===== src/rtl/core/etmf_pkg.sv =====
package etmf_pkg;

	typedef logic [2:0] mode_t;
	typedef logic [1:0] cfg_idx_t;

	localparam mode_t M_UNDEF = 3'd0;
	localparam mode_t M_INIT  = 3'd1;
	localparam mode_t M_NOSIG = 3'd2;
	localparam mode_t M_OFF   = 3'd3;
	localparam mode_t M_FWD   = 3'd4;
	localparam mode_t M_BWD   = 3'd5;

	localparam cfg_idx_t REG_MID  = 2'd0;
	localparam cfg_idx_t REG_DEAD = 2'd1;
	localparam cfg_idx_t REG_FULL = 2'd2;
	localparam cfg_idx_t REG_PWM  = 2'd3;

	localparam logic [15:0] MID_RESET  = 16'd32000;
	localparam logic [15:0] DEAD_RESET = 16'd16000;
	localparam logic [15:0] FULL_RESET = 16'hFFFF;
	localparam logic [15:0] PWM_RESET  = 16'd1023;

	localparam logic [9:0] START_DELAY_TICKS  = 10'd500;
	localparam logic [9:0] CHECK_PERIOD_TICKS = 10'd1000;
	localparam logic [7:0] PKT_THRESHOLD      = 8'd10;

	localparam logic [1:0] BRIDGE_IDLE = 2'd0;
	localparam logic [1:0] BRIDGE_FWD  = 2'd1;
	localparam logic [1:0] BRIDGE_BWD  = 2'd2;

	localparam logic [1:0] BLINK_OFF    = 2'd0;
	localparam logic [1:0] BLINK_STEADY = 2'd1;
	localparam logic [1:0] BLINK_COUNT  = 2'd2;

endpackage


===== src/rtl/core/esc_throttle_mode_fsm_top.sv =====
// ESC mode controller. One input beat is one 1 kHz tick carrying throttle_ok,
// throttle_value and packet_count; every input beat yields exactly one output
// beat with mode, mode_changed, duty, duty_write, bridge_mode, blink_kind,
// blink_count and clear_stats.
// Both data channels use valid/stall; in_stall is high while a tick is being
// processed. Configuration writes (cfg_index 0..3: mid, dead, full, pwm_max)
// are taken whenever cfg_valid is high and should be issued only when idle.
// Timing: a tick that does not need the duty divide passes EVAL and then DONE
// after acceptance. A tick that stays in forward below saturation passes EVAL,
// the multiply state MUL and the restoring divider state DIV (one quotient bit
// per cycle) before DONE. The next tick is accepted the cycle after the result
// is loaded into the output register.
// Reset clears the mode to undefined, both tick counters, the bridge setting
// and loads the register defaults. When the receiver stalls, the output beat
// holds; a new tick can still be accepted and processed, and its result waits
// until the output register is free.
module esc_throttle_mode_fsm_top (
	input  logic        clk,
	input  logic        arst_n,
	input  logic        in_valid,
	output logic        in_stall,
	input  logic        throttle_ok,
	input  logic [15:0] throttle_value,
	input  logic [7:0]  packet_count,
	output logic        out_valid,
	input  logic        out_stall,
	output logic [2:0]  mode,
	output logic        mode_changed,
	output logic [15:0] duty,
	output logic        duty_write,
	output logic [1:0]  bridge_mode,
	output logic [1:0]  blink_kind,
	output logic [2:0]  blink_count,
	output logic        clear_stats,
	input  logic        cfg_valid,
	output logic        cfg_ready,
	input  logic [1:0]  cfg_index,
	input  logic [15:0] cfg_data
);

	localparam logic [2:0] ST_IDLE = 3'd0;
	localparam logic [2:0] ST_EVAL = 3'd1;
	localparam logic [2:0] ST_MUL  = 3'd2;
	localparam logic [2:0] ST_DIV  = 3'd3;
	localparam logic [2:0] ST_DONE = 3'd4;

	logic [2:0]  state_q;
	logic [15:0] mid_q, dead_q, full_q, pwm_q;
	logic        ok_q;
	logic [15:0] tv_q;
	logic [7:0]  pk_q;

	etmf_pkg::mode_t mode_q;
	logic [9:0]  mode_ticks_q, period_ticks_q;
	logic [1:0]  bridge_q;

	etmf_pkg::mode_t p_mode_q;
	logic        p_chg_q, p_dwr_q, p_clr_q;
	logic [15:0] p_duty_q;
	logic [1:0]  p_kind_q;
	logic [2:0]  p_cnt_q;

	logic [15:0] d_q, span_q, rem_q, quo_q;
	logic [3:0]  step_q;

	logic        out_valid_q;

	// Evaluation of one tick.
	logic [16:0] fs_sum;
	logic [15:0] fs, bs, span, excess;
	logic        is_fwd, is_bwd, chk, need_div, duty_sat;
	logic [9:0]  mt_inc, pt_inc;
	logic [7:0]  pk_eff;
	etmf_pkg::mode_t m1, m2;
	logic        chg;
	logic [1:0]  kind;
	logic [2:0]  cnt;
	logic [16:0] trial;
	logic        ge;
	logic        out_free;

	assign cfg_ready = 1'b1;
	assign in_stall  = (state_q != ST_IDLE);
	assign out_free  = !out_valid_q || !out_stall;
	assign out_valid = out_valid_q;

	always_comb begin
		fs_sum  = {1'b0, mid_q} + {1'b0, dead_q};
		fs      = fs_sum[16] ? 16'hFFFF : fs_sum[15:0];
		bs      = (mid_q > dead_q) ? (mid_q - dead_q) : 16'd0;
		is_fwd  = ok_q && (tv_q >= fs);
		is_bwd  = ok_q && (tv_q <= bs);
		mt_inc  = mode_ticks_q + 10'd1;
		pt_inc  = period_ticks_q + 10'd1;
		chk     = (pt_inc == etmf_pkg::CHECK_PERIOD_TICKS);
		pk_eff  = chk ? 8'd0 : pk_q;
		m1      = (chk && pk_q == 8'd0) ? etmf_pkg::M_NOSIG : mode_q;
		span    = (full_q > fs) ? (full_q - fs) : 16'd0;
		excess  = tv_q - fs;
		duty_sat = (span == 16'd0) || (excess >= span);
		need_div = 1'b0;
		m2      = m1;
		unique case (m1)
			etmf_pkg::M_UNDEF: begin
				if (mt_inc == etmf_pkg::START_DELAY_TICKS)
					m2 = etmf_pkg::M_INIT;
			end
			etmf_pkg::M_INIT, etmf_pkg::M_NOSIG: begin
				if (pk_eff > etmf_pkg::PKT_THRESHOLD)
					m2 = etmf_pkg::M_OFF;
			end
			etmf_pkg::M_OFF: begin
				if (is_fwd)
					m2 = etmf_pkg::M_FWD;
				else if (is_bwd)
					m2 = etmf_pkg::M_BWD;
			end
			etmf_pkg::M_FWD: begin
				if (!is_fwd)
					m2 = etmf_pkg::M_OFF;
				else
					need_div = !duty_sat;
			end
			etmf_pkg::M_BWD: begin
				if (!is_bwd)
					m2 = etmf_pkg::M_OFF;
			end
			default: m2 = etmf_pkg::M_UNDEF;
		endcase
		chg  = (m2 != mode_q);
		kind = etmf_pkg::BLINK_OFF;
		cnt  = 3'd0;
		if (chg) begin
			unique case (m2)
				etmf_pkg::M_INIT: begin
					kind = etmf_pkg::BLINK_STEADY;
				end
				etmf_pkg::M_NOSIG: begin
					kind = etmf_pkg::BLINK_COUNT;
					cnt  = 3'd4;
				end
				etmf_pkg::M_OFF: begin
					kind = etmf_pkg::BLINK_COUNT;
					cnt  = 3'd1;
				end
				etmf_pkg::M_FWD: begin
					kind = etmf_pkg::BLINK_COUNT;
					cnt  = 3'd2;
				end
				etmf_pkg::M_BWD: begin
					kind = etmf_pkg::BLINK_COUNT;
					cnt  = 3'd3;
				end
				default: begin
					kind = etmf_pkg::BLINK_OFF;
				end
			endcase
		end
	end

	// One restoring step: shift the next dividend bit into the remainder.
	assign trial = {rem_q, quo_q[15]} - {1'b0, span_q};
	assign ge    = ({rem_q, quo_q[15]} >= {1'b0, span_q});

	always_ff @(posedge clk or negedge arst_n) begin
		if (!arst_n) begin
			mid_q  <= etmf_pkg::MID_RESET;
			dead_q <= etmf_pkg::DEAD_RESET;
			full_q <= etmf_pkg::FULL_RESET;
			pwm_q  <= etmf_pkg::PWM_RESET;
		end else if (cfg_valid) begin
			unique case (cfg_index)
				etmf_pkg::REG_MID:  mid_q  <= cfg_data;
				etmf_pkg::REG_DEAD: dead_q <= cfg_data;
				etmf_pkg::REG_FULL: full_q <= cfg_data;
				etmf_pkg::REG_PWM:  pwm_q  <= cfg_data;
				default: ;
			endcase
		end
	end

	always_ff @(posedge clk or negedge arst_n) begin
		if (!arst_n) begin
			state_q        <= ST_IDLE;
			mode_q         <= etmf_pkg::M_UNDEF;
			mode_ticks_q   <= 10'd0;
			period_ticks_q <= 10'd0;
			bridge_q       <= etmf_pkg::BRIDGE_IDLE;
			out_valid_q    <= 1'b0;
			step_q         <= 4'd0;
		end else begin
			if (state_q == ST_DONE && out_free)
				out_valid_q <= 1'b1;
			else if (out_valid_q && !out_stall)
				out_valid_q <= 1'b0;
			unique case (state_q)
				ST_IDLE: begin
					if (in_valid)
						state_q <= ST_EVAL;
				end
				ST_EVAL: begin
					mode_q         <= m2;
					mode_ticks_q   <= chg ? 10'd0 : mt_inc;
					period_ticks_q <= chk ? 10'd0 : pt_inc;
					if (chg && m2 == etmf_pkg::M_FWD)
						bridge_q <= etmf_pkg::BRIDGE_FWD;
					else if (chg && m2 == etmf_pkg::M_BWD)
						bridge_q <= etmf_pkg::BRIDGE_BWD;
					state_q <= need_div ? ST_MUL : ST_DONE;
				end
				ST_MUL: begin
					step_q  <= 4'd0;
					state_q <= ST_DIV;
				end
				ST_DIV: begin
					step_q <= step_q + 4'd1;
					if (step_q == 4'hF)
						state_q <= ST_DONE;
				end
				ST_DONE: begin
					if (out_free)
						state_q <= ST_IDLE;
				end
				default: state_q <= ST_IDLE;
			endcase
		end
	end

	// Payload registers.
	always_ff @(posedge clk) begin
		if (state_q == ST_IDLE && in_valid) begin
			ok_q <= throttle_ok;
			tv_q <= throttle_value;
			pk_q <= packet_count;
		end
		if (state_q == ST_EVAL) begin
			p_mode_q <= m2;
			p_chg_q  <= chg;
			p_kind_q <= kind;
			p_cnt_q  <= cnt;
			p_clr_q  <= chk;
			p_dwr_q  <= (m1 == etmf_pkg::M_FWD) && is_fwd;
			p_duty_q <= ((m1 == etmf_pkg::M_FWD) && is_fwd && duty_sat) ? pwm_q : 16'd0;
			d_q      <= excess;
			span_q   <= span;
		end
		if (state_q == ST_MUL)
			{rem_q, quo_q} <= {16'd0, d_q} * {16'd0, pwm_q};
		if (state_q == ST_DIV) begin
			rem_q <= ge ? trial[15:0] : {rem_q[14:0], quo_q[15]};
			quo_q <= {quo_q[14:0], ge};
			if (step_q == 4'hF)
				p_duty_q <= {quo_q[14:0], ge};
		end
		if (state_q == ST_DONE && out_free) begin
			mode         <= p_mode_q;
			mode_changed <= p_chg_q;
			duty         <= p_duty_q;
			duty_write   <= p_dwr_q;
			bridge_mode  <= bridge_q;
			blink_kind   <= p_kind_q;
			blink_count  <= p_cnt_q;
			clear_stats  <= p_clr_q;
		end
	end

endmodule


===== config.mk =====
export PLATFORM = sky130hd
export DESIGN_NAME = esc_throttle_mode_fsm_top
export DESIGN_NICKNAME = d
export VERILOG_FILES = /design/src/rtl/core/etmf_pkg.sv /design/src/rtl/core/esc_throttle_mode_fsm_top.sv
export SDC_FILE = /design/constraint.sdc
export NUM_CORES = 1
export LEC_CHECK = 0
export BUFFER_PORTS_ARGS = -buffer_cell sky130_fd_sc_hd__buf_2
export CORE_UTILIZATION = 45
export DETAILED_ROUTE_END_ITERATION = 8
export PLACE_DENSITY = 0.64
export SLEW_MARGIN = 20
export SYNTH_ARGS = -nofsm -noshare
export SYNTH_HDL_FRONTEND = slang
export SYNTH_SLANG_ARGS = --single-unit

===== constraint.sdc =====
create_clock -name clk -period 18.23 [get_ports clk]
set_clock_uncertainty 0.1 [all_clocks]
set_input_delay 1.823 -clock clk [delete_from_list [all_inputs] [get_ports clk]]
set_output_delay 1.823 -clock clk [all_outputs]
set_load 0.03 [all_outputs]

==> parameters.txt, run 1 <==
Parameter                              Value

Status
  Result of the run    completed

Worst setup path
  Worst r2r src    dead_q[0]
  Beginning of the critical path    dead_q[0]
  Critical Path End Type    register
  Slowest library cell on the worst path    sky130_fd_sc_hd__a31oi_2
  Sort of element at the start of the critical path    register
  Worst R2R Setup Slack    about 9.7 ns
  Worst-path fanout max    17
  List of cells traversed by the critical path    ha_1, fa_1, nor2b_1, o211ai_1, a2111o_1, nand3_1, or2_2, fa_1, inv_1, a31oi_1, o21ai_0, a211oi_2, o41ai_1, and2_1, nand2_1, ha_1, a21o_1, a2111oi_0, o211ai_1, a31oi_1, nand3_1, a31oi_2, o31ai_1
  Worst Setup Path Type    register to register
  Arrival time reported for the critical path endpoint    8.86 ns
  Req. time, crit path    18.54 ns
  Largest incremental delay on the critical path    between 0.8 and 0.9 ns

Clock tree
  Number of post-CTS setup repair buffers    0
  Insertion delay of the later-clocked pin in the worst-skew pair    0.57 ns
  H-tree levels    1
  Clock root buffer    sky130_fd_sc_hd__clkbuf_16
  CTS Buf Count    29
  CTS-repair resized insts    0
  Clock slew at reported path FFs    0.06 ns
  Max Buffers Root-to-Sink    3
  Count of hold buffers inserted by post-cts repair    0
  CTS tree    built
  Number of clock sinks seen by CTS    242

Cells and area
  Share of layout cells above drive strength 1    0.120
  Fill cell total of the finished layout    about 4.7k
  Number of nets in the finished design    between 2k and 3k
  Summed area of non-filler cells in the final layout    24900 µm²
  Utilization after layout    0.496
  P&R area growth vs syn    8.53%
  Ant diodes    0

Synth
  Sequential element share of the synthesized area    0.291
  Number of warning messages in the yosys log    0
  Most used flip-flop cell after synthesis    sky130_fd_sc_hd__edfxtp_1
  Yosys cell types    89
  Share of flip-flops with an asynchronous set or reset    0.401
  Number of flops mapped to enable cells by yosys    129
  Nets in the synthesized netlist    2876
  Avg Cell Area, Syn    9.51 µm²
  Synth Instances    2412
  Flip-flop and latch count after synthesis    242
  Synth Cell Area    22900 µm²

GRT
  Aggregate global-route resource usage    0.253
  GRT overflow    0
  Pin count of the biggest net entering global routing    63
  Via count of the first global-routing pass    18.3k
  Antenna violations before repair    0
  First-pass GRT wire length    102000 µm

Die
  Die Y-Extent    228 µm
  Die area    51900 µm²
  Cell Rows    slightly above 80
  CORE AREA    50200 µm²
  Number of top-level design ports    80
  Starting density of the core    0.457
  Die boundary width    228 µm

STA
  Min Tclk post-route    between 8 and 9 ns
  Period Utilization, post-route    0.469
  RSZ-0062 raised after global routing    false
  Max-slew headroom at the worst pin    0.277
  Maximum achievable frequency    roughly 120 MHz
  Setup TNS Final    0 ns
  Final-report max-slew violation count    0
  Setup-failing EPs final    0
  Final hold violation count    0
  Final worst hold slack    0.318 ns
  Slew of the pin with the lowest slew margin    1.08 ns

Flow run
  Maximum capacitance violations    0

Hold path
  Hold Path Class    register to register
  Worst min-delay path startpoint    p_kind_q[1]

Placement
  Instance area after placement    23900 µm²
  Final weighted congestion in routability-driven placement    0.967
  Post-detailed-placement half-perimeter wirelength    49500 µm
  I/O Buffers    78

Route
  Routed wire length    ~64000 µm
  Total via count in the routed design    17.5k
  Post-route DRC    0
  TritonRoute pass-1 iters    5
  DRC marker count from the first detailed-route iteration    1066
  Number of nets with antenna violations after routing    0
  Via/cell ratio    5.58
  Detailed-route wire length per cell    20.5 µm
==> path summary, 6_finish.rpt <==
check / end / cells past startpoint
max: p_duty_q[4] / 23
min: blink_kind[1] / 0
max reg2reg: p_duty_q[4] / 23
min reg2reg: blink_kind[1] / 0
max in group asynchronous: dead_q[14] / 2
min in group asynchronous: period_ticks_q[7] / 1
==> logic make-up (layout without fill, tap and decap cells) <==
family                   Yosys count  count (layout)  synth area share
AND/OR/NAND/NOR                  731             731             0.152
flip-flops                       242             242             0.291
adder cells (fa/ha/maj)          418             418             0.293
XOR/XNOR                          85              85            0.0325
multiplexers                      79              79            0.0383
AO/OA/AOI/OAI                    420             420             0.120
buffers and inverters            436             492            0.0727
other                              1               1          0.000164
==> cell type report <==
class                           instances  area [µm²]  area share
Clock buffer                           34         764      0.0307
Multi-Input combinational cell       1734       14600       0.588
Timing Repair Buffer                   95         541      0.0217
Tap cell                              672         841      0.0338
Sequential cell                       242        6670       0.268
Inverter                              343        1290      0.0517
Clock inverter                         20         153     0.00613
==> sequential cells by signal, indices dropped and copies added, names as in the netlist, 3 cells and up <==
name            flops
blink_count         3
d_q                16
dead_q             16
duty               16
full_q             16
mid_q              16
mode                3
mode_q              3
mode_ticks_q       10
p_cnt_q             3
p_duty_q           16
p_mode_q            3
period_ticks_q     10
pk_q                8
pwm_q              16
quo_q              16
rem_q              16
span_q             16
state_q             3
step_q              4
tv_q               16
==> synthesized netlist by cell type (6+ instances only) <==
| cell | instances | area share |
|---|---|---|
| sky130_fd_sc_hd__o41ai_1 | 7 | 0.0027 |
| sky130_fd_sc_hd__edfxtp_1 | 129 | 0.17 |
| sky130_fd_sc_hd__o22ai_1 | 6 | 0.0016 |
| sky130_fd_sc_hd__dfstp_2 | 38 | 0.044 |
| sky130_fd_sc_hd__fa_1 | 199 | 0.17 |
| sky130_fd_sc_hd__xor2_1 | 28 | 0.011 |
| sky130_fd_sc_hd__o31ai_1 | 11 | 0.0036 |
| sky130_fd_sc_hd__nand2_1 | 314 | 0.051 |
| sky130_fd_sc_hd__nor3_1 | 42 | 0.0092 |
| sky130_fd_sc_hd__xnor2_1 | 57 | 0.022 |
| sky130_fd_sc_hd__a21boi_0 | 8 | 0.0026 |
| sky130_fd_sc_hd__and2_1 | 90 | 0.025 |
| sky130_fd_sc_hd__nand3_1 | 26 | 0.0057 |
| sky130_fd_sc_hd__or3_1 | 16 | 0.0044 |
| sky130_fd_sc_hd__ha_1 | 217 | 0.12 |
| sky130_fd_sc_hd__and3_1 | 31 | 0.0085 |
| sky130_fd_sc_hd__or2_2 | 14 | 0.0038 |
| sky130_fd_sc_hd__nand2b_1 | 16 | 0.0044 |
| sky130_fd_sc_hd__nor4_1 | 7 | 0.0019 |
| sky130_fd_sc_hd__o211ai_1 | 16 | 0.0052 |
| sky130_fd_sc_hd__mux2_2 | 69 | 0.034 |
| sky130_fd_sc_hd__a211o_1 | 7 | 0.0027 |
| sky130_fd_sc_hd__dfrtp_1 | 59 | 0.064 |
| sky130_fd_sc_hd__nand4_1 | 26 | 0.0071 |
| sky130_fd_sc_hd__dfxtp_1 | 16 | 0.014 |
| sky130_fd_sc_hd__o21ai_0 | 79 | 0.017 |
| sky130_fd_sc_hd__o21bai_1 | 10 | 0.0033 |
| sky130_fd_sc_hd__o31ai_2 | 7 | 0.0038 |
| sky130_fd_sc_hd__a21oi_1 | 128 | 0.028 |
| sky130_fd_sc_hd__nor2b_1 | 16 | 0.0044 |
| sky130_fd_sc_hd__a21o_1 | 35 | 0.011 |
| sky130_fd_sc_hd__o21ai_1 | 6 | 0.0013 |
| sky130_fd_sc_hd__nor2_1 | 106 | 0.017 |
| sky130_fd_sc_hd__mux2i_1 | 10 | 0.0044 |
| sky130_fd_sc_hd__o21a_1 | 15 | 0.0049 |
| sky130_fd_sc_hd__clkbuf_1 | 81 | 0.013 |
| sky130_fd_sc_hd__a31oi_1 | 27 | 0.0074 |
| sky130_fd_sc_hd__inv_1 | 343 | 0.056 |
==> critical path: cells and delay by family (launching register included) <==
family                     cells  cell delay, ns
adders and majority gates      4            1.41
AOI/OAI and AO/OA             12            4.23
buffers and inverters          1            0.10
DFF                            1            0.40
and+or+nand+nor                6            2.15
==> metal layers <==
layer	wire [µm]	vias to the layer above	global-route usage	part of all wire
met1	26500	8659	0.316	0.41
met5	0	-	0	0
met2	31600	537	0.445	0.49
li1	-	8166	-	-
met3	3220	153	0.0223	0.050
met4	3170	0	0.116	0.049
==> metrics by stage <==
step,setup slack [ns],instances
6_report,9.68,3140
5_1_grt,9.01,3140
4_1_cts,9.84,3139
3_5_place_dp,9.86,3085
3_3_place_gp,9.99,3085
2_1_floorplan,11.37,2412
==> placed cells by master (no fill, tap or decap), types with 8 or more instances in the layout <==
cell type,instances
sky130_fd_sc_hd__o21bai_1,10
sky130_fd_sc_hd__a21boi_0,8
sky130_fd_sc_hd__nand2_1,314
sky130_fd_sc_hd__nand2b_1,16
sky130_fd_sc_hd__a21o_1,35
sky130_fd_sc_hd__and3_1,31
sky130_fd_sc_hd__o211ai_1,16
sky130_fd_sc_hd__o31ai_1,11
sky130_fd_sc_hd__edfxtp_1,129
sky130_fd_sc_hd__dfstp_2,38
sky130_fd_sc_hd__and2_1,90
sky130_fd_sc_hd__or2_2,14
sky130_fd_sc_hd__mux2i_1,10
sky130_fd_sc_hd__a21oi_1,126
sky130_fd_sc_hd__dfxtp_1,16
sky130_fd_sc_hd__or3_1,16
sky130_fd_sc_hd__a31oi_1,27
sky130_fd_sc_hd__nand3_1,26
sky130_fd_sc_hd__o21a_1,15
sky130_fd_sc_hd__dfrtp_1,59
sky130_fd_sc_hd__clkbuf_16,29
sky130_fd_sc_hd__fa_1,199
sky130_fd_sc_hd__nor2b_1,16
sky130_fd_sc_hd__mux2_2,69
sky130_fd_sc_hd__buf_2,77
sky130_fd_sc_hd__xnor2_1,57
sky130_fd_sc_hd__o21ai_0,79
sky130_fd_sc_hd__xor2_1,28
sky130_fd_sc_hd__nor3_1,42
sky130_fd_sc_hd__inv_1,342
sky130_fd_sc_hd__ha_1,217
sky130_fd_sc_hd__nand4_1,26
sky130_fd_sc_hd__buf_4,17
sky130_fd_sc_hd__nor2_1,104
Power of run 1 is not shown: default switching activity piles up to over one toggle a cycle in this logic, so the estimate is an artifact.
==> inputs of run 2 (changes only) <==
--- a/config.mk
+++ b/config.mk
@@ -8,7 +8,7 @@
 export BUFFER_PORTS_ARGS = -buffer_cell sky130_fd_sc_hd__buf_2
 export CORE_UTILIZATION = 45
 export DETAILED_ROUTE_END_ITERATION = 8
-export PLACE_DENSITY = 0.64
+export PLACE_DENSITY = 0.66
 export SLEW_MARGIN = 20
 export SYNTH_ARGS = -nofsm -noshare
 export SYNTH_HDL_FRONTEND = slang
==> constraint.sdc (replaced) <==
create_clock -name clk -period 7.8 [get_ports clk]
set_clock_uncertainty 0.1 [all_clocks]
set_input_delay 0.78 -clock clk [delete_from_list [all_inputs] [get_ports clk]]
set_output_delay 0.78 -clock clk [all_outputs]
set_load 0.03 [all_outputs]
==> run 2 against run 1 <==
Compared with the run above: maximum frequency increased by 18%; hold slack got worse by 0.12 ns; non-clock buffer count rose by 18; final cell count rose by 0.51%; via count increased by 1.1%; routed wire length down 2.6%; sequential share of layout area down 0.14 points; register-to-register slack worse by 9.1 ns; flip-flop and latch count unchanged; critical path depth shrank 2; cell area rose by 0.52%; global-route usage down 0.95 points; critical endpoint is now rem_q[6]; highest routed layer unchanged.
==> parameters.txt, run 2 (synthesis gave the netlist of run 1 again) <==
Parameter                              Value

Route
  Routed wire length    62800 µm (was 64400 µm)
  Detailed-route wire length per cell    19.9 µm (was 20.5 µm)
  Total via count in the routed design    17.7k (was 17.5k)
  DRC marker count from the first detailed-route iteration    1152 (was 1066)
  Post-route DRC    0 (unchanged)
  Via/cell ratio    5.61 (was 5.58)
  Number of nets with antenna violations after routing    0 (unchanged)
  TritonRoute pass-1 iters    5 (unchanged)

Die
  CORE AREA    50200 µm² (unchanged)
  Starting density of the core    0.457 (unchanged)
  Die area    51900 µm² (unchanged)
  Die Y-Extent    228 µm (unchanged)
  Cell Rows    82 (unchanged)
  Die boundary width    228 µm (unchanged)
  Number of top-level design ports    80 (unchanged)

Worst setup path
  Worst Setup Path Type    register to register (unchanged)
  Critical Path End Type    register (unchanged)
  Worst-path fanout max    18 (was 17)
  Arrival time reported for the critical path endpoint    7.41 ns (was 8.86 ns)
  Sort of element at the start of the critical path    register (unchanged)
  Req. time, crit path    7.98 ns (was 18.54 ns)

Status
  Result of the run    completed (unchanged)

GRT
  GRT overflow    0 (unchanged)
  Via count of the first global-routing pass    18.2k (was 18.3k)
  Pin count of the biggest net entering global routing    63 (unchanged)
  First-pass GRT wire length    99800 µm (was 102000 µm)
  Aggregate global-route resource usage    0.244 (was 0.253)
  Antenna violations before repair    0 (unchanged)

Clock tree
  CTS Buf Count    28 (was 29)
  Number of post-CTS setup repair buffers    0 (unchanged)
  CTS tree    built (unchanged)
  Max Buffers Root-to-Sink    3 (unchanged)
  Clock root buffer    sky130_fd_sc_hd__clkbuf_16 (unchanged)
  H-tree levels    1 (unchanged)
  Insertion delay of the later-clocked pin in the worst-skew pair    0.57 ns (about the same)
  Number of clock sinks seen by CTS    242 (unchanged)
  Clock slew at reported path FFs    0.06 ns (about the same)
  Count of hold buffers inserted by post-cts repair    0 (unchanged)

Cells and area
  Most frequent standard cell in the layout excluding fill and tap cells    sky130_fd_sc_hd__inv_1 (unchanged)
  Area taken by multi-input logic gates    14600 µm² (about the same)
  Commonest cells after routing, fill and taps aside    sky130_fd_sc_hd__inv_1, sky130_fd_sc_hd__nand2_1, sky130_fd_sc_hd__ha_1 (unchanged)
  Total area of sequential cells    6670 µm² (unchanged)
  Ant diodes    0 (unchanged)
  P&R area growth vs syn    9.10% (was 8.53%)
  Fill cell total of the finished layout    4644 (was 4666)
  Number of nets in the finished design    2926 (was 2909)
  Share of layout cells above drive strength 1    0.126 (was 0.120)

STA
  Min Tclk post-route    7.23 ns (was 8.55 ns)
  RSZ-0062 raised after global routing    false (unchanged)
  Slew of the pin with the lowest slew margin    1.07 ns (was 1.08 ns)
  Setup-failing EPs final    0 (unchanged)
  Max-slew headroom at the worst pin    0.277 (about the same)
  Final hold violation count    0 (unchanged)
  Maximum achievable frequency    138 MHz (was 117 MHz)
  Setup TNS Final    0 ns (unchanged)
  Final-report max-slew violation count    0 (unchanged)
  Period Utilization, post-route    0.927 (was 0.469)

Hold path
  Hold Path Class    primary input to async pin (was register to register)

Flow run
  Maximum capacitance violations    0 (unchanged)

Placement
  I/O Buffers    78 (unchanged)
  Post-detailed-placement half-perimeter wirelength    49000 µm (was 49500 µm)
  Final weighted congestion in routability-driven placement    0.960 (was 0.967)
## run 2: final timing paths
path	from	endpoint	slack (ns)	depth (start not counted)
max reg2reg	pwm_q[6]	rem_q[6]	0.57	21
min	arst_n	mode_ticks_q[7]	0.20	1
min reg2reg	p_clr_q	clear_stats	0.32	0
max in group asynchronous	arst_n	pwm_q[9]	6.35	2
min in group clk	throttle_value[2]	tv_q[2]	0.28	1
max	pwm_q[6]	rem_q[6]	0.57	21
## run 2: repair_timing
item | 4_1_cts | 5_1_grt
setup endpoints to repair | 0 | 18
gates resized for setup | 0 | 2
endpoints found under the hold margin | 0 | 0
## run 2: cell type report
class | count | share of cell area
Clock buffer | 40 | 0.0323
Clock inverter | 12 | 0.00425
Inverter | 343 | 0.0515
Multi-Input combinational cell | 1734 | 0.585
Sequential cell | 242 | 0.267
Tap cell | 672 | 0.0336
Timing Repair Buffer | 113 | 0.0270
## run 2: worst max-delay path, cell delays in order (launching register included)
cell,delay [ns]
sky130_fd_sc_hd__dfstp_2,0.81
sky130_fd_sc_hd__nand2_1,0.14
sky130_fd_sc_hd__fa_1,0.55
sky130_fd_sc_hd__inv_1,0.06
sky130_fd_sc_hd__fa_1,0.52
sky130_fd_sc_hd__inv_1,0.05
sky130_fd_sc_hd__fa_1,0.49
sky130_fd_sc_hd__inv_1,0.05
sky130_fd_sc_hd__fa_1,0.50
sky130_fd_sc_hd__inv_1,0.06
sky130_fd_sc_hd__fa_1,0.54
sky130_fd_sc_hd__inv_1,0.06
sky130_fd_sc_hd__fa_1,0.48
sky130_fd_sc_hd__ha_1,0.39
sky130_fd_sc_hd__nand4_1,0.15
sky130_fd_sc_hd__o31ai_1,0.92
sky130_fd_sc_hd__a31oi_1,0.24
sky130_fd_sc_hd__o21ai_0,0.21
sky130_fd_sc_hd__o211a_1,0.21
sky130_fd_sc_hd__a31oi_1,0.13
sky130_fd_sc_hd__o22ai_1,0.20
sky130_fd_sc_hd__a31oi_1,0.07
## run 2: per-layer routing
layer	up-vias	global-route usage	wire length (µm)
met5	-	0	0
met4	0	0.103	2800
met3	127	0.0245	3170
met2	541	0.429	30900
met1	8826	0.304	25900
li1	8209	-	-
## run 2: through the flow
step	setup WS (ns)	cell area (µm²)	instances	hold slack [ns]	utilization
floorplan	0.938	22900	2412	0.300	-
global placement	0.301	24100	3103	0.310	0.480
detailed placement	0.309	24100	3103	0.307	0.480
CTS	0.233	25000	3155	0.210	0.498
global route	0.0730	25000	3156	0.247	0.499
finish	0.572	25000	3156	0.198	0.499
Power of run 2 is left out for the same reason.
==> inputs of run 3 (changes only) <==
--- a/config.mk
+++ b/config.mk
@@ -6,9 +6,9 @@
 export NUM_CORES = 1
 export LEC_CHECK = 0
 export BUFFER_PORTS_ARGS = -buffer_cell sky130_fd_sc_hd__buf_2
-export CORE_UTILIZATION = 45
+export CORE_UTILIZATION = 58
 export DETAILED_ROUTE_END_ITERATION = 8
-export PLACE_DENSITY = 0.66
+export PLACE_DENSITY = 0.81
 export SLEW_MARGIN = 20
 export SYNTH_ARGS = -nofsm -noshare
 export SYNTH_HDL_FRONTEND = slang
==> run 3 against run 2 <==
Compared with the run above: worst setup slack better by 0.084 ns; critical endpoint is now p_duty_q[5]; critical path type unchanged; final cell count down 5.5%; routed wire length decreased by 9.5%; highest routed layer unchanged.
==> parameters.txt, run 3 (synthesis gave the netlist of run 1 again) <==
Parameter                              Value

STA
  Setup-failing EPs final    0 (unchanged)
  Slew of the pin with the lowest slew margin    1.11 ns (was 1.07 ns)
  Final hold violation count    0 (unchanged)
  Period Utilization, post-route    0.916 (was 0.927)
  Maximum achievable frequency    140 MHz (was 138 MHz)
  Final worst hold slack    0.0559 ns (was 0.198 ns)
  RSZ-0062 raised after global routing    false (unchanged)
  Setup TNS Final    0 ns (unchanged)
  Final-report max-slew violation count    0 (unchanged)
  Min Tclk post-route    7.14 ns (was 7.23 ns)
  Max-slew headroom at the worst pin    0.255 (was 0.277)

Clock tree
  Count of hold buffers inserted by post-cts repair    0 (unchanged)
  Clock root buffer    sky130_fd_sc_hd__clkbuf_16 (unchanged)
  CTS-repair resized insts    0 (unchanged)
  CTS tree    built (unchanged)
  Clock slew at reported path FFs    0.06 ns (about the same)
  H-tree levels    1 (unchanged)
  Number of clock sinks seen by CTS    242 (unchanged)
  Number of post-CTS setup repair buffers    0 (unchanged)
  CTS Buf Count    26 (was 28)
  Insertion delay of the later-clocked pin in the worst-skew pair    0.56 ns (was 0.57 ns)
  Max Buffers Root-to-Sink    3 (unchanged)

Die
  Starting density of the core    0.591 (was 0.457)
  Die Y-Extent    201 µm (was 228 µm)
  Die area    40300 µm² (was 51900 µm²)
  Die boundary width    201 µm (was 228 µm)
  Cell Rows    72 (was 82)
  Number of top-level design ports    80 (unchanged)
  CORE AREA    38800 µm² (was 50200 µm²)

GRT
  Aggregate global-route resource usage    0.285 (was 0.244)
  GRT overflow    0 (unchanged)
  First-pass GRT wire length    92200 µm (was 99800 µm)
  Via count of the first global-routing pass    18.1k (was 18.2k)
  Antenna violations before repair    1 (was 0)
  Pin count of the biggest net entering global routing    69 (was 63)

Placement
  Placed cell count    2933 (was 3103)
  Post-detailed-placement half-perimeter wirelength    45300 µm (was 49000 µm)
  I/O Buffers    78 (unchanged)
  Final weighted congestion in routability-driven placement    0.971 (was 0.960)

Worst setup path
  Worst-path fanout max    16 (was 18)
  Sort of element at the start of the critical path    register (unchanged)
  Arrival time reported for the critical path endpoint    7.45 ns (was 7.41 ns)
  Reg-to-Reg End    p_duty_q[5] (was rem_q[6])
  Worst r2r src    dead_q[7] (was pwm_q[6])
  Worst Setup Path Type    register to register (unchanged)
  Req. time, crit path    8.10 ns (was 7.98 ns)
  Critical Path End Type    register (unchanged)
  Worst R2R Setup Slack    0.66 ns (was 0.57 ns)
  Depth of the worst register-to-register path    24 (was 21)

Cells and area
  Ant diodes    0 (unchanged)
  Commonest cells after routing, fill and taps aside    sky130_fd_sc_hd__inv_1, sky130_fd_sc_hd__nand2_1, sky130_fd_sc_hd__ha_1 (unchanged)
  P&R area growth vs syn    7.54% (was 9.10%)
  Fill cell total of the finished layout    3092 (was 4644)
  Most frequent standard cell in the layout excluding fill and tap cells    sky130_fd_sc_hd__inv_1 (unchanged)
  Share of layout cells above drive strength 1    0.119 (was 0.126)
  Number of nets in the finished design    2908 (was 2926)
  Number of cells in the finished layout apart from fillers    2982 (was 3156)

Route
  Routed wire length    56800 µm (was 62800 µm)
  TritonRoute pass-1 iters    5 (unchanged)
  Number of nets with antenna violations after routing    0 (unchanged)
  DRC marker count from the first detailed-route iteration    1150 (was 1152)
  Via/cell ratio    5.90 (was 5.61)
  Total via count in the routed design    17.6k (was 17.7k)
  Detailed-route wire length per cell    19.0 µm (was 19.9 µm)
  Post-route DRC    0 (unchanged)

Status
  Result of the run    completed (unchanged)

Flow run
  Maximum capacitance violations    0 (unchanged)

Hold path
  Hold Path Class    primary input to async pin (unchanged)
==> run 3: changes by cell type in the layout (fill, tap and decap cells not counted) <==
| cell | previous run | this run |
|---|---|---|
| sky130_fd_sc_hd__and2_1 | 90 | 89 |
| sky130_fd_sc_hd__and2_2 | 0 | 1 |
| sky130_fd_sc_hd__buf_4 | 35 | 19 |
| sky130_fd_sc_hd__bufinv_16 | 1 | 2 |
| sky130_fd_sc_hd__clkbuf_16 | 29 | 27 |
| sky130_fd_sc_hd__clkinv_2 | 7 | 4 |
| sky130_fd_sc_hd__clkinv_8 | 1 | 0 |
| sky130_fd_sc_hd__clkinvlp_4 | 1 | 0 |
| sky130_fd_sc_hd__inv_4 | 0 | 1 |
| sky130_fd_sc_hd__inv_6 | 0 | 1 |
| sky130_fd_sc_hd__nand2_1 | 313 | 314 |
| sky130_fd_sc_hd__nand2_2 | 2 | 1 |
==> run 3: through the flow <==
step | util | cell area [µm²] | worst slack (ns)
global placement | 0.612 | 23800 | 0.527
finish | 0.635 | 24700 | 0.656
global route | 0.635 | 24700 | 0.101
detailed placement | 0.612 | 23800 | 0.270
floorplan | - | 22900 | 0.938
CTS | 0.634 | 24600 | 0.224
==> run 3: final cells by class <==
class | count | area (µm²) | share of cell area
multi-input cells | 1734 | 14600 | 0.593
clock buffers | 38 | 757 | 0.0307
repair buffers | 97 | 556 | 0.0225
clock inverters | 10 | 113 | 0.00457
flip-flops and latches | 242 | 6670 | 0.270
inverters | 343 | 1290 | 0.0522
well taps | 518 | 648 | 0.0263
==> run 3: worst max-delay path, cell delays in order (launching register included) <==
cell	delay, ns
sky130_fd_sc_hd__dfstp_2	0.54
sky130_fd_sc_hd__inv_1	0.04
sky130_fd_sc_hd__ha_1	0.51
sky130_fd_sc_hd__nor2b_1	0.11
sky130_fd_sc_hd__a2111oi_2	0.39
sky130_fd_sc_hd__a2111o_1	0.27
sky130_fd_sc_hd__nand3_1	0.24
sky130_fd_sc_hd__or2_2	0.41
sky130_fd_sc_hd__fa_1	0.44
sky130_fd_sc_hd__inv_1	0.10
sky130_fd_sc_hd__a31oi_1	0.10
sky130_fd_sc_hd__o21ai_1	0.51
sky130_fd_sc_hd__a211oi_2	0.12
sky130_fd_sc_hd__o41ai_2	0.47
sky130_fd_sc_hd__and2_2	0.37
sky130_fd_sc_hd__nand2_1	0.13
sky130_fd_sc_hd__ha_1	0.36
sky130_fd_sc_hd__a21o_1	0.18
sky130_fd_sc_hd__a2111oi_0	0.44
sky130_fd_sc_hd__o211ai_1	0.16
sky130_fd_sc_hd__a31oi_1	0.21
sky130_fd_sc_hd__nand3_1	0.17
sky130_fd_sc_hd__a31oi_2	0.19
sky130_fd_sc_hd__buf_4	0.29
sky130_fd_sc_hd__o31ai_1	0.11
==> run 3: worst max-delay path by stage <==
stage | from | cells after the start | endpoint | slack [ns]
floorplan | mid_q[6] | 26 | p_duty_q[13] | 0.94
global placement | dead_q[7] | 25 | p_duty_q[5] | 0.53
detailed placement | dead_q[7] | 24 | p_duty_q[5] | 0.27
CTS | dead_q[7] | 24 | p_duty_q[5] | 0.22
global route | dead_q[7] | 24 | p_duty_q[5] | 0.10
finish | dead_q[7] | 24 | p_duty_q[5] | 0.66
==> run 3: per-layer routing <==
metal	global-route usage	up-vias	part of all wire
met5	0	-	0
met4	0.117	0	0.044
met3	0.0365	163	0.068
met2	0.499	687	0.49
met1	0.358	8560	0.40
li1	-	8183	-
Power of run 3 is left out for the same reason.
